## config.mk

```make
export PLATFORM = sky130hd
export DESIGN_NAME = hsv_rgb_color_converter_core
export DESIGN_NICKNAME = d
export VERILOG_FILES = /design/src/hsvc_pkg.sv /design/src/hsv_rgb_color_converter_core.sv /design/src/hsvc_div.sv
export SDC_FILE = /design/constraint.sdc
export NUM_CORES = 2
export LEC_CHECK = 0
export ABC_AREA = 1
export BUFFER_PORTS_ARGS = -buffer_cell sky130_fd_sc_hd__buf_2
export CORE_MARGIN = 3
export CORE_UTILIZATION = 30
export CTS_BUF_LIST = sky130_fd_sc_hd__clkbuf_4
export CTS_CLUSTER_DIAMETER = 100
export CTS_CLUSTER_SIZE = 25
export DETAILED_ROUTE_END_ITERATION = 10
export GPL_TIMING_DRIVEN = 1
export HOLD_SLACK_MARGIN = 0.15
export PLACE_DENSITY = 0.57
export SKIP_CTS_REPAIR_TIMING = 1
export SLEW_MARGIN = 5
export SYNTH_ARGS = -nofsm -noshare
export SYNTH_HDL_FRONTEND = slang
export SYNTH_SLANG_ARGS = --single-unit
```

## constraint.sdc

```tcl
create_clock -name clk -period 14 [get_ports clk]
set_input_delay 0 -clock clk [delete_from_list [all_inputs] [get_ports clk]]
set_output_delay 0 -clock clk [all_outputs]
set_load 0.02 [all_outputs]
```

## src/hsvc_pkg.sv

```systemverilog
package hsvc_pkg;

  localparam int FRAC_BITS = 16;
  localparam int FIELD_W   = 17;

  localparam logic [FIELD_W-1:0] ONE        = FIELD_W'(1 << FRAC_BITS);
  localparam logic [FIELD_W-1:0] DEG_FULL   = FIELD_W'(46080);
  localparam logic [FIELD_W-1:0] DEG_SECTOR = FIELD_W'(7680);
  localparam logic [FIELD_W-1:0] CHAN_MAX   = FIELD_W'(255);

  // floor(rem * 2^FRAC_BITS / 7680) = floor(rem * 128 / 15) = (rem * DEG_RECIP) >> 17
  localparam logic [20:0] DEG_RECIP = 21'd1118482;

  // divider geometry: quotient below 2^17, divisor up to 6 * 255
  localparam int DIV_QW     = 17;
  localparam int DIV_DW     = 11;
  localparam int DIV_RW     = DIV_DW + 1;
  localparam int DIV_NW     = 27;
  localparam int DIV_STAGES = 4;
  localparam int DIV_STEPS  = 4;

  localparam logic [1:0] CFG_HSV_TO_RGB    = 2'd0;
  localparam logic [1:0] CFG_HUE_IN_DEGREE = 2'd1;

endpackage

```

## src/hsv_rgb_color_converter_core.sv

```systemverilog
// Pixel converter between HSV and RGB, one pixel per word. Register 0 selects the
// direction (1: hue/saturation/value in, 8-bit red/green/blue out; 0: the reverse),
// register 1 selects the hue scale (0: Q1.16 fraction of a turn, 1: Q9.7 degrees).
// Saturation and value are unsigned Q1.16. Inputs out of range are clamped. The
// block takes one word per clock, unless a stalled word waits at the output,
// through five register stages. The depth is set by one operand stage ahead of
// the four-stage pipelined divider of the RGB to HSV path. A stall on the output
// halts the whole pipeline in place.
// Write configuration only while no word is in flight.
module hsv_rgb_color_converter_core import hsvc_pkg::*; (
  input  logic               clk,
  input  logic               rst,
  input  logic               in_valid,
  output logic               in_stall,
  input  logic [FIELD_W-1:0] first_in,
  input  logic [FIELD_W-1:0] second_in,
  input  logic [FIELD_W-1:0] third_in,
  output logic               out_valid,
  input  logic               out_stall,
  output logic [FIELD_W-1:0] first_out,
  output logic [FIELD_W-1:0] second_out,
  output logic [FIELD_W-1:0] third_out,
  input  logic               cfg_valid,
  output logic               cfg_ready,
  input  logic [1:0]         cfg_index,
  input  logic               cfg_data
);

  logic hsv_to_rgb;
  logic hue_in_degrees;
  logic [4:0] vld;
  logic adv;

  assign adv       = !vld[4] || !out_stall;
  assign in_stall  = !adv;
  assign out_valid = vld[4];
  assign cfg_ready = 1'b1;

  always_ff @(posedge clk) begin
    if (rst) begin
      hsv_to_rgb     <= 1'b1;
      hue_in_degrees <= 1'b0;
    end else if (cfg_valid && cfg_ready) begin
      unique case (cfg_index)
        CFG_HSV_TO_RGB:    hsv_to_rgb     <= cfg_data;
        CFG_HUE_IN_DEGREE: hue_in_degrees <= cfg_data;
        default: ;
      endcase
    end
  end

  always_ff @(posedge clk) begin
    if (rst) begin
      vld <= '0;
    end else if (adv) begin
      vld <= {vld[3:0], in_valid};
    end
  end

  // stage 1: clamp, hue sector, rgb extremes
  logic [FIELD_W-1:0] hcl, dcl, s_cl, v_cl;
  logic [18:0]        t6;
  logic [2:0]         sec_c;
  logic [FIELD_W-1:0] sec_base;
  logic [7:0]         rc, gc, bc, mx_c, mn_c, d_c;
  logic signed [12:0] diff_c, num_c;
  logic [3:0]         k_c;

  always_comb begin
    hcl  = (first_in > ONE) ? ONE : first_in;
    dcl  = (first_in > DEG_FULL) ? DEG_FULL : first_in;
    s_cl = (second_in > ONE) ? ONE : second_in;
    v_cl = (third_in > ONE) ? ONE : third_in;
    t6   = 19'(hcl) * 19'd6;
    if (dcl >= 17'(6 * 7680))      sec_c = 3'd6;
    else if (dcl >= 17'(5 * 7680)) sec_c = 3'd5;
    else if (dcl >= 17'(4 * 7680)) sec_c = 3'd4;
    else if (dcl >= 17'(3 * 7680)) sec_c = 3'd3;
    else if (dcl >= 17'(2 * 7680)) sec_c = 3'd2;
    else if (dcl >= DEG_SECTOR)    sec_c = 3'd1;
    else                           sec_c = 3'd0;
    sec_base = FIELD_W'(sec_c) * DEG_SECTOR;

    rc = (first_in > CHAN_MAX) ? 8'hff : first_in[7:0];
    gc = (second_in > CHAN_MAX) ? 8'hff : second_in[7:0];
    bc = (third_in > CHAN_MAX) ? 8'hff : third_in[7:0];
    mx_c = rc;
    mn_c = rc;
    if (gc > mx_c) mx_c = gc;
    if (bc > mx_c) mx_c = bc;
    if (gc < mn_c) mn_c = gc;
    if (bc < mn_c) mn_c = bc;
    d_c = mx_c - mn_c;
    if (rc == mn_c) begin
      k_c = 4'd3;
      diff_c = $signed({5'd0, gc}) - $signed({5'd0, bc});
    end else if (bc == mn_c) begin
      k_c = 4'd1;
      diff_c = $signed({5'd0, rc}) - $signed({5'd0, gc});
    end else begin
      k_c = 4'd5;
      diff_c = $signed({5'd0, bc}) - $signed({5'd0, rc});
    end
    num_c = $signed({1'b0, 12'(k_c) * 12'(d_c)}) - diff_c;
  end

  logic [2:0]         sec1_frac, sec1_deg;
  logic [15:0]        f1;
  logic [12:0]        rem1;
  logic [FIELD_W-1:0] s1, v1;
  logic [7:0]         mx1, d1;
  logic [10:0]        num1;
  logic [FIELD_W-1:0] val1;

  always_ff @(posedge clk) begin
    if (adv) begin
      sec1_frac <= t6[18:16];
      sec1_deg  <= sec_c;
      f1        <= t6[15:0];
      rem1      <= 13'(dcl - sec_base);
      s1        <= s_cl;
      v1        <= v_cl;
      mx1       <= mx_c;
      d1        <= d_c;
      num1      <= num_c[12] ? 11'd0 : num_c[10:0];
      // mx * 2^16 / 255 = mx * 257 plus one when mx is 255
      val1      <= FIELD_W'(17'(mx_c) * 17'd257) + FIELD_W'(mx_c == 8'hff);
    end
  end

  // stage 2: fraction within the sector, divider operands
  logic [33:0]        fprod;
  logic [15:0]        f2c;
  logic [2:0]         sec2c;
  logic [FIELD_W-1:0] x_c;
  logic [DIV_NW-1:0]  sn_c, hn_c;
  logic [DIV_DW-1:0]  sd_c, hd_c;

  always_comb begin
    fprod = 34'(rem1) * 34'(DEG_RECIP);
    f2c   = hue_in_degrees ? fprod[32:17] : f1;
    sec2c = hue_in_degrees ? sec1_deg : sec1_frac;
    if (sec2c >= 3'd6) sec2c = 3'd0;
    x_c = sec2c[0] ? FIELD_W'(f2c) : (ONE - FIELD_W'(f2c));
    sn_c = DIV_NW'({d1, 16'd0});
    sd_c = DIV_DW'(mx1);
    if (hue_in_degrees) begin
      hn_c = DIV_NW'(24'(num1) * 24'd7680);
      hd_c = DIV_DW'(d1);
    end else begin
      hn_c = DIV_NW'({num1, 16'd0});
      hd_c = DIV_DW'(11'(d1) * 11'd6);
    end
  end

  logic [2:0]         sec2;
  logic [FIELD_W-1:0] x2, s2, v2, val2;
  logic               grey2;

  always_ff @(posedge clk) begin
    if (adv) begin
      sec2  <= sec2c;
      x2    <= x_c;
      s2    <= s1;
      v2    <= v1;
      val2  <= val1;
      grey2 <= (d1 == 8'd0);
    end
  end

  logic [DIV_QW-1:0] sat_q, hue_q;

  hsvc_div u_sat_div (
    .clk (clk),
    .en  (adv),
    .num (sn_c),
    .den (sd_c),
    .quo (sat_q)
  );

  hsvc_div u_hue_div (
    .clk (clk),
    .en  (adv),
    .num (hn_c),
    .den (hd_c),
    .quo (hue_q)
  );

  // stage 3: v(1-s) and s*x
  logic [33:0] lo_p, sx_p;
  assign lo_p = 34'(v2) * 34'(ONE - s2);
  assign sx_p = 34'(s2) * 34'(x2);

  logic [2:0]         sec3;
  logic [FIELD_W-1:0] v3, lo3, sx3, val3;
  logic               grey3;

  always_ff @(posedge clk) begin
    if (adv) begin
      sec3  <= sec2;
      v3    <= v2;
      lo3   <= lo_p[32:16];
      sx3   <= sx_p[32:16];
      val3  <= val2;
      grey3 <= grey2;
    end
  end

  // stage 4: v(1-s*x)
  logic [33:0] mid_p;
  assign mid_p = 34'(v3) * 34'(ONE - sx3);

  logic [2:0]         sec4;
  logic [FIELD_W-1:0] v4, lo4, mid4, val4;
  logic               grey4;

  always_ff @(posedge clk) begin
    if (adv) begin
      sec4  <= sec3;
      v4    <= v3;
      lo4   <= lo3;
      mid4  <= mid_p[32:16];
      val4  <= val3;
      grey4 <= grey3;
    end
  end

  // stage 5: channel order by sector, scale to 8 bits, lines up with the divider output
  logic [FIELD_W-1:0] pa, pb, pc;
  logic [24:0]        ca, cb, cc;

  always_comb begin
    case (sec4)
      3'd0:    begin pa = v4;   pb = mid4; pc = lo4;  end
      3'd1:    begin pa = mid4; pb = v4;   pc = lo4;  end
      3'd2:    begin pa = lo4;  pb = v4;   pc = mid4; end
      3'd3:    begin pa = lo4;  pb = mid4; pc = v4;   end
      3'd4:    begin pa = mid4; pb = lo4;  pc = v4;   end
      default: begin pa = v4;   pb = lo4;  pc = mid4; end
    endcase
    ca = {pa, 8'd0} - 25'(pa);
    cb = {pb, 8'd0} - 25'(pb);
    cc = {pc, 8'd0} - 25'(pc);
  end

  logic [7:0]         r5, g5, b5;
  logic [FIELD_W-1:0] val5;
  logic               grey5;

  always_ff @(posedge clk) begin
    if (adv) begin
      r5    <= ca[23:16];
      g5    <= cb[23:16];
      b5    <= cc[23:16];
      val5  <= val4;
      grey5 <= grey4;
    end
  end

  always_comb begin
    if (hsv_to_rgb) begin
      first_out  = FIELD_W'(r5);
      second_out = FIELD_W'(g5);
      third_out  = FIELD_W'(b5);
    end else begin
      first_out  = grey5 ? '0 : hue_q;
      second_out = grey5 ? '0 : sat_q;
      third_out  = val5;
    end
  end

endmodule

```

## src/hsvc_div.sv

```systemverilog
module hsvc_div import hsvc_pkg::*; (
  input  logic              clk,
  input  logic              en,
  input  logic [DIV_NW-1:0] num,
  input  logic [DIV_DW-1:0] den,
  output logic [DIV_QW-1:0] quo
);

  typedef struct packed {
    logic [DIV_RW-1:0] rem;
    logic [DIV_QW-1:0] q;
    logic [DIV_QW-1:0] nlo;
    logic [DIV_DW-1:0] den;
  } div_stage_t;

  localparam int FIRST_STEPS = DIV_QW - (DIV_STAGES - 1) * DIV_STEPS;

  div_stage_t st [DIV_STAGES];
  div_stage_t st_next [DIV_STAGES];

  // restoring division, a few quotient bits per stage
  always_comb begin
    div_stage_t cur;
    logic [DIV_RW-1:0] trial;
    logic qbit;
    for (int j = 0; j < DIV_STAGES; j++) begin
      if (j == 0) begin
        cur.rem = DIV_RW'(num[DIV_NW-1:DIV_QW]);
        cur.q   = '0;
        cur.nlo = num[DIV_QW-1:0];
        cur.den = den;
      end else begin
        cur = st[j-1];
      end
      for (int i = 0; i < FIRST_STEPS; i++) begin
        if ((j == 0) || (i < DIV_STEPS)) begin
          trial = {cur.rem[DIV_RW-2:0], cur.nlo[DIV_QW-1]};
          qbit  = (trial >= {1'b0, cur.den});
          if (qbit) begin
            trial = trial - {1'b0, cur.den};
          end
          cur.rem = trial;
          cur.nlo = {cur.nlo[DIV_QW-2:0], 1'b0};
          cur.q   = {cur.q[DIV_QW-2:0], qbit};
        end
      end
      st_next[j] = cur;
    end
  end

  always_ff @(posedge clk) begin
    if (en) begin
      for (int j = 0; j < DIV_STAGES; j++) begin
        st[j] <= st_next[j];
      end
    end
  end

  assign quo = st[DIV_STAGES-1].q;

endmodule

```

[Word level (Yosys, flattened, before mapping)]
Memories as Yosys holds them, arrays and structs flattened.
Index checks and enable logic that the tools add are counted.
Storage, ports and cells
  latch bits: 0
  input bits: 59
  flip-flop bits (word level): 377
  memories kept: 2
  word-level logic and storage cells: 241
  RAM bits: 424
  output and inout port bits: 54
  ROM bits: 0
Operators by class
  equality and inequality tests: 8
  divide/modulo/power cells: 0
  multiplexer cells: 69
  bitwise logic cells: 0
  shifts and indexed selects: 0
  order comparisons: 52
  reduce and logical (&&, ||, !) cells: 15
  $add $sub $neg: 47
  multipliers: 10
Memories
  u_hue_div.st: depth 4, bits a word 53, rd ports 4, clocked after Yosys merged registers in 0, write ports 4, line hsvc_div.sv:18  | div_stage_t st [DIV_STAGES];
  u_sat_div.st: depth 4, bits a word 53, rd ports 4, clocked after Yosys merged registers in 0, write ports 4, line hsvc_div.sv:18
Operators by type and width (number)
  $ge A12 B11 Y1: 28
  $mux W11: 27
  $sub A11 B11 Y11: 22
  $mux W17: 7
  $pmux W17 S2: 3
  $mux W12: 8
  $sub A12 B11 Y12: 7
  $sub A24 B17 Y24: 3
  $mul A18 B18 Y33: 2
  $mux W8: 7
  $gt A17 B17 Y1 const B: 3
  $gt A17 B8 Y1 const B: 3
  $ge A12 B8 Y1: 4
  $sub A17 B17 Y18 const A: 2
  $sub A8 B8 Y9: 4
  $ge A17 B15 Y1 const B: 2
  $ge A17 B16 Y1 const B: 2
  $mul A17 B17 Y33: 1
  $sub A11 B8 Y11: 3
  $mul A13 B20 Y32 const B: 1
  $mux W16: 2
  $mux W27: 1
  $mux W13: 2
  $sub A13 B13 Y13: 2
  other kinds (34): 55

[Logic depth before layout (Yosys ltp)]
  depth after elaboration: 12
  depth in mapped cells: 83
  depth with buffers taken out: 79

[Hierarchy]
Synthesis repeated with hierarchy kept, for this count alone.
Second synthesis, totals
  cells, all modules: 9823
  area, all modules: 80797.5 µm²
Modules (own cells, without submodules)
  hsv_rgb_color_converter_core: cells each 5998, instances 1, area each 51941.1 µm²
  hsvc_div at u_sat_div: cells each 1920, instances 1, area each 14536.4 µm²
  hsvc_div at u_hue_div: cells each 1905, instances 1, area each 14320.0 µm²

[Worst setup path before layout]
OpenSTA, ideal clock, no wires.
  path type: register to register
  start: register vld[4]
  end: register vld[3]
  stages on the path, launching flop included: 5
  library setup time: 0.228 ns
  buffers on the path: 0
  data arrival time: 16.550 ns
  setup slack: -2.777 ns
  data required time: 13.772 ns
  path through: dfxtp_1 > nand2_1 > inv_1 > o21ai_0 > a21oi_1
On the way
  cells in the longest elaborated chain, start to end: 2
RTL lines
  start, declared: line hsv_rgb_color_converter_core.sv:31  | logic [4:0] vld;
  start signal, assigned: line hsv_rgb_color_converter_core.sv:56  | vld <= {vld[3:0], in_valid};
  $logic_not A1 Y1: line hsv_rgb_color_converter_core.sv:34  | assign adv = !vld[4] || !out_stall;
  $logic_or A1 B1 Y1: line hsv_rgb_color_converter_core.sv:34
Every way passes these cells.
A chain may end at the register's enable or synchronous reset.

==> summary.md <==
| Metric | Value |
|---|---|
| Status | `complete, no violations` |
| Cells after Synth | `9115` |
| Reg2reg end | `u_hue_div.st[0][51]$_DFFE_PN_` |
| Row count | `183` |
| Buf+Inv Stages, Crit Path | `9` |
| Sequential element share of the synthesized area | `0.2348` |
| Peak fanout along the critical path | `12` |
| DRT iter0 DRCs | `3778` |
| Area Overhead vs Synth | `9.041%` |
| TritonCTS clock tree | `done` |
| Slew Limit Fails | `0` |
| Worst slew margin | `0.2815` |
| Crit path largest cell delay | `0.51 ns` |
| DRC violations left | `0` |
| Placed wire-length estimate | `164100 um` |
| Worst path required time | `14.77 ns` |
| Met3 global-route usage | `0.01863` |
| Ys flop type | `edfxtp_1` |
| CP Launch Type | `flip-flop` |
| Clk_lat worst skew | `1.02 ns` |
| IO Pins | `113` |
| Top cell by count, worst path | `nand2_1` |
| Vias per cell | `4.738` |
| HP Class | `in2reg` |
| Port-buffer cells | `111` |
| DRT Pass-1 Iters | `6` |
| Number of synthesized flops with an enable pin | `584` |
| Die span in y | `507 um` |
| Post-Syn Area | `0.07530 mm2` |
| Worst R2R Setup Slack | `1.04 ns` |
| Synth async-reset ratio | `0` |
| Yosys reg bits | `591` |
| Largest net degree at the start of global routing | `157` |
| Number of global-route vias before repair | `60184` |
| Routability cong. | `0.9030` |
| Layout cell share with drive strength beyond 1 | `0.05112` |
| Place WS | `0.1908 ns` |
| Fin crit share | `0.9254` |
| GR Overflow Total | `0` |
| Nets@finish | `10947` |
| # H-tree levels | `2` |
| WHS Path Cells | `4` |
| Clock Skew | `0.07916 ns` |
| Warnings from Yosys | `0` |
| Setup ws final | `1.044 ns` |
| DR vias | `59920` |
| Kind of cell adding the most delay to the critical path | `simple AND/OR/NAND/NOR gates` |
| CTS sink count | `591` |
| Area of the core | `0.2491 mm2` |
| Root buf cell | `clkbuf_4` |
| Met1 Usage GRT | `0.2173` |
| GRT Total Usage | `0.1545` |
| Setup TNS | `0 ns` |
| Min Clock Period, post-route | `12.96 ns` |
| Max-Cap Viols | `0` |
| Synth area leader | `edfxtp_1` |
| Crit end category | `flip-flop` |
| Most Crowded Layer GR | `met2` |
| ANT nets after route | `0` |
| Antenna violations before repair | `8` |
| Starting density of the core | `0.3023` |
| Slowest stage cell, crit path | `fa_1` |
| Total CTS buffers | `39` |
| Placed insts | `12404` |
| Final Non-Filler Cells | `12648` |
| Global-route wire length before repair | `323100 um` |
| Pin slew with the least headroom to its limit | `1.064 ns` |
| DIE AREA | `0.2570 mm2` |
| Met2 usage | `0.2514` |
| Synth Net Count | `10775` |
| Setup violations, final | `0` |
| Final hold vios | `0` |
| Critical path class | `reg2reg` |
| Syn_area_per_cell | `8.261 um2` |
| Post-Layout Inst Area | `0.08211 mm2` |
| Critical Path AT | `13.73 ns` |
| R2r startpoint | `num1[7]$_SDFFCE_PP0N_` |
| Drt wl/cell | `15.99 um` |
| Ranking of synthesized cells by area | `edfxtp_1 (23%), fa_1 (20%), ha_1 (14%)` |
| Top cell type's share of synthesized area | `0.2329` |
| Hold EP | `sec1_deg[2]$_DFFE_PN_` |
| Max Clock Freq | `77.19 MHz` |
| Longest Clk Path Bufs | `3` |
| Clock-pin slew on the worst setup and hold paths | `0.21 ns` |
| Die Wd | `507 um` |
| Post-Route WL | `202200 um` |
| Synth cell types | `78` |
| Worst Hold Launch | `first_in[16]` |
| Area post-placement | `0.07971 mm2` |
| R2R depth | `76` |
synth_stat cells, drive strengths merged, types with 3 or more instances:
cell	count
and3	5
ha	837
edfxtp	584
nor4	25
o31ai	13
nand3	274
clkbuf	181
mux2	9
o221ai	38
or3	4
inv	1861
dfxtp	7
or2	45
a31oi	28
o21ai	502
a31o	3
nor3	56
o2111ai	3
a21boi	3
a221o	3
a211o	3
clkinv	4
o21bai	35
and2	11
o211ai	16
nand3b	8
a221oi	6
nand2	1957
fa	764
a21oi	482
o22ai	16
xor2	276
a211oi	15
nand4	72
xnor2	143
a21o	26
mux2i	3
o21a	24
nor2	706
buf	53
layout by cell type, fill, tap and decap left out, types with 9 or more instances in the layout:
master,n
nand2_1,1924
inv_1,1831
ha_1,837
fa_1,764
nor2_1,668
edfxtp_1,584
a21oi_1,479
o21ai_0,443
xor2_1,275
nand3_1,259
dlygate4sd3_1,161
xnor2_1,143
buf_2,111
buf_4,92
nand4_1,67
nor3_1,52
o21ai_1,47
or2_2,41
clkbuf_4,40
o221ai_1,37
o21bai_1,35
inv_2,28
a31oi_1,27
a21o_1,26
nor2_2,25
o21a_1,24
nand2_2,23
nor4_1,22
o22ai_1,16
o211ai_1,15
a211oi_1,14
o31ai_1,12
o21ai_2,12
and2_1,11
nor2_4,10
mux2_2,9
flip-flops by register name, indices dropped and copies added, names as in the netlist, 11 cells and up:
name and flops:
val4 17, v3 17, lo3 17, v2 17
lo4 17, x2 17, num1 11, s1 17
mid4 17, u_hue_div.st 113, val2 17, sx3 17
val5 17, f1 15, val1 17, rem1 13
u_sat_div.st 101, s2 17, v1 17, val3 17
v4 17
routing by layer:
layer / wire length, um / vias to the layer above
li1: - / 29242
met1: 94730 / 28875
met2: 91200 / 1519
met3: 10920 / 280
met4: 5330 / 4
met5: 27 / -
stage by stage:
stage | hold slack, ns | utilization
global placement | 0.2051 | 0.3200
floorplan | 0.06907 | -
detailed placement | 0.2060 | 0.3200
global route | 0.1596 | 0.3296
finish | 0.2233 | 0.3296
CTS | -1.024 | 0.3225
worst max path at each step:
stage / from / endpoint / slack (ns) / depth (start not counted)
finish: num1[7]$_SDFFCE_PP0N_ / u_hue_div.st[0][51]$_DFFE_PN_ / 1.04 / 76
global route: num1[7]$_SDFFCE_PP0N_ / u_hue_div.st[0][51]$_DFFE_PN_ / -0.05 / 76
CTS: num1[8]$_SDFFCE_PP0N_ / u_hue_div.st[0][51]$_DFFE_PN_ / 0.17 / 71
detailed placement: num1[8]$_SDFFCE_PP0N_ / u_hue_div.st[0][47]$_DFFE_PN_ / 0.19 / 71
global placement: num1[8]$_SDFFCE_PP0N_ / u_hue_div.st[0][51]$_DFFE_PN_ / 0.45 / 71
floorplan: num1[8]$_SDFFCE_PP0N_ / u_hue_div.st[0][49]$_DFFE_PN_ / 1.55 / 77
worst min-delay path: stages:
cell and delay (ns):
dlygate4sd3_1 0.51, buf_2 0.25, nor2_4 0.09, nand2_1 0.19
cell families (layout without fill, tap and decap cells):
logic type | count (synthesis) | after routing | share of synthesized area
adders and majority gates | 1601 | 1601 | 0.3422
buffers and inverters | 2099 | 2296 | 0.1060
xor gates and xnor gates | 419 | 419 | 0.04884
AOI/OAI and AO/OA | 1226 | 1226 | 0.09039
and+or+nand+nor | 3166 | 3166 | 0.1760
DFF | 591 | 591 | 0.2348
muxes | 12 | 12 | 0.001745
other | 1 | 7 | 0.00004980
area by class of cell:
cell class	count	area, um2
clock inverter	26	326.6
tap	3330	4167
timing repair buffer	365	2878
antenna	6	15.01
inverter	1865	7008
clock buffer	40	300.3
fill	26039	167000
sequential	591	17680
multi-input combinational	6425	49730
Power is left out: the tool's default activity adds up to more than one toggle a clock period on the data nets, which glitch-free logic cannot reach.
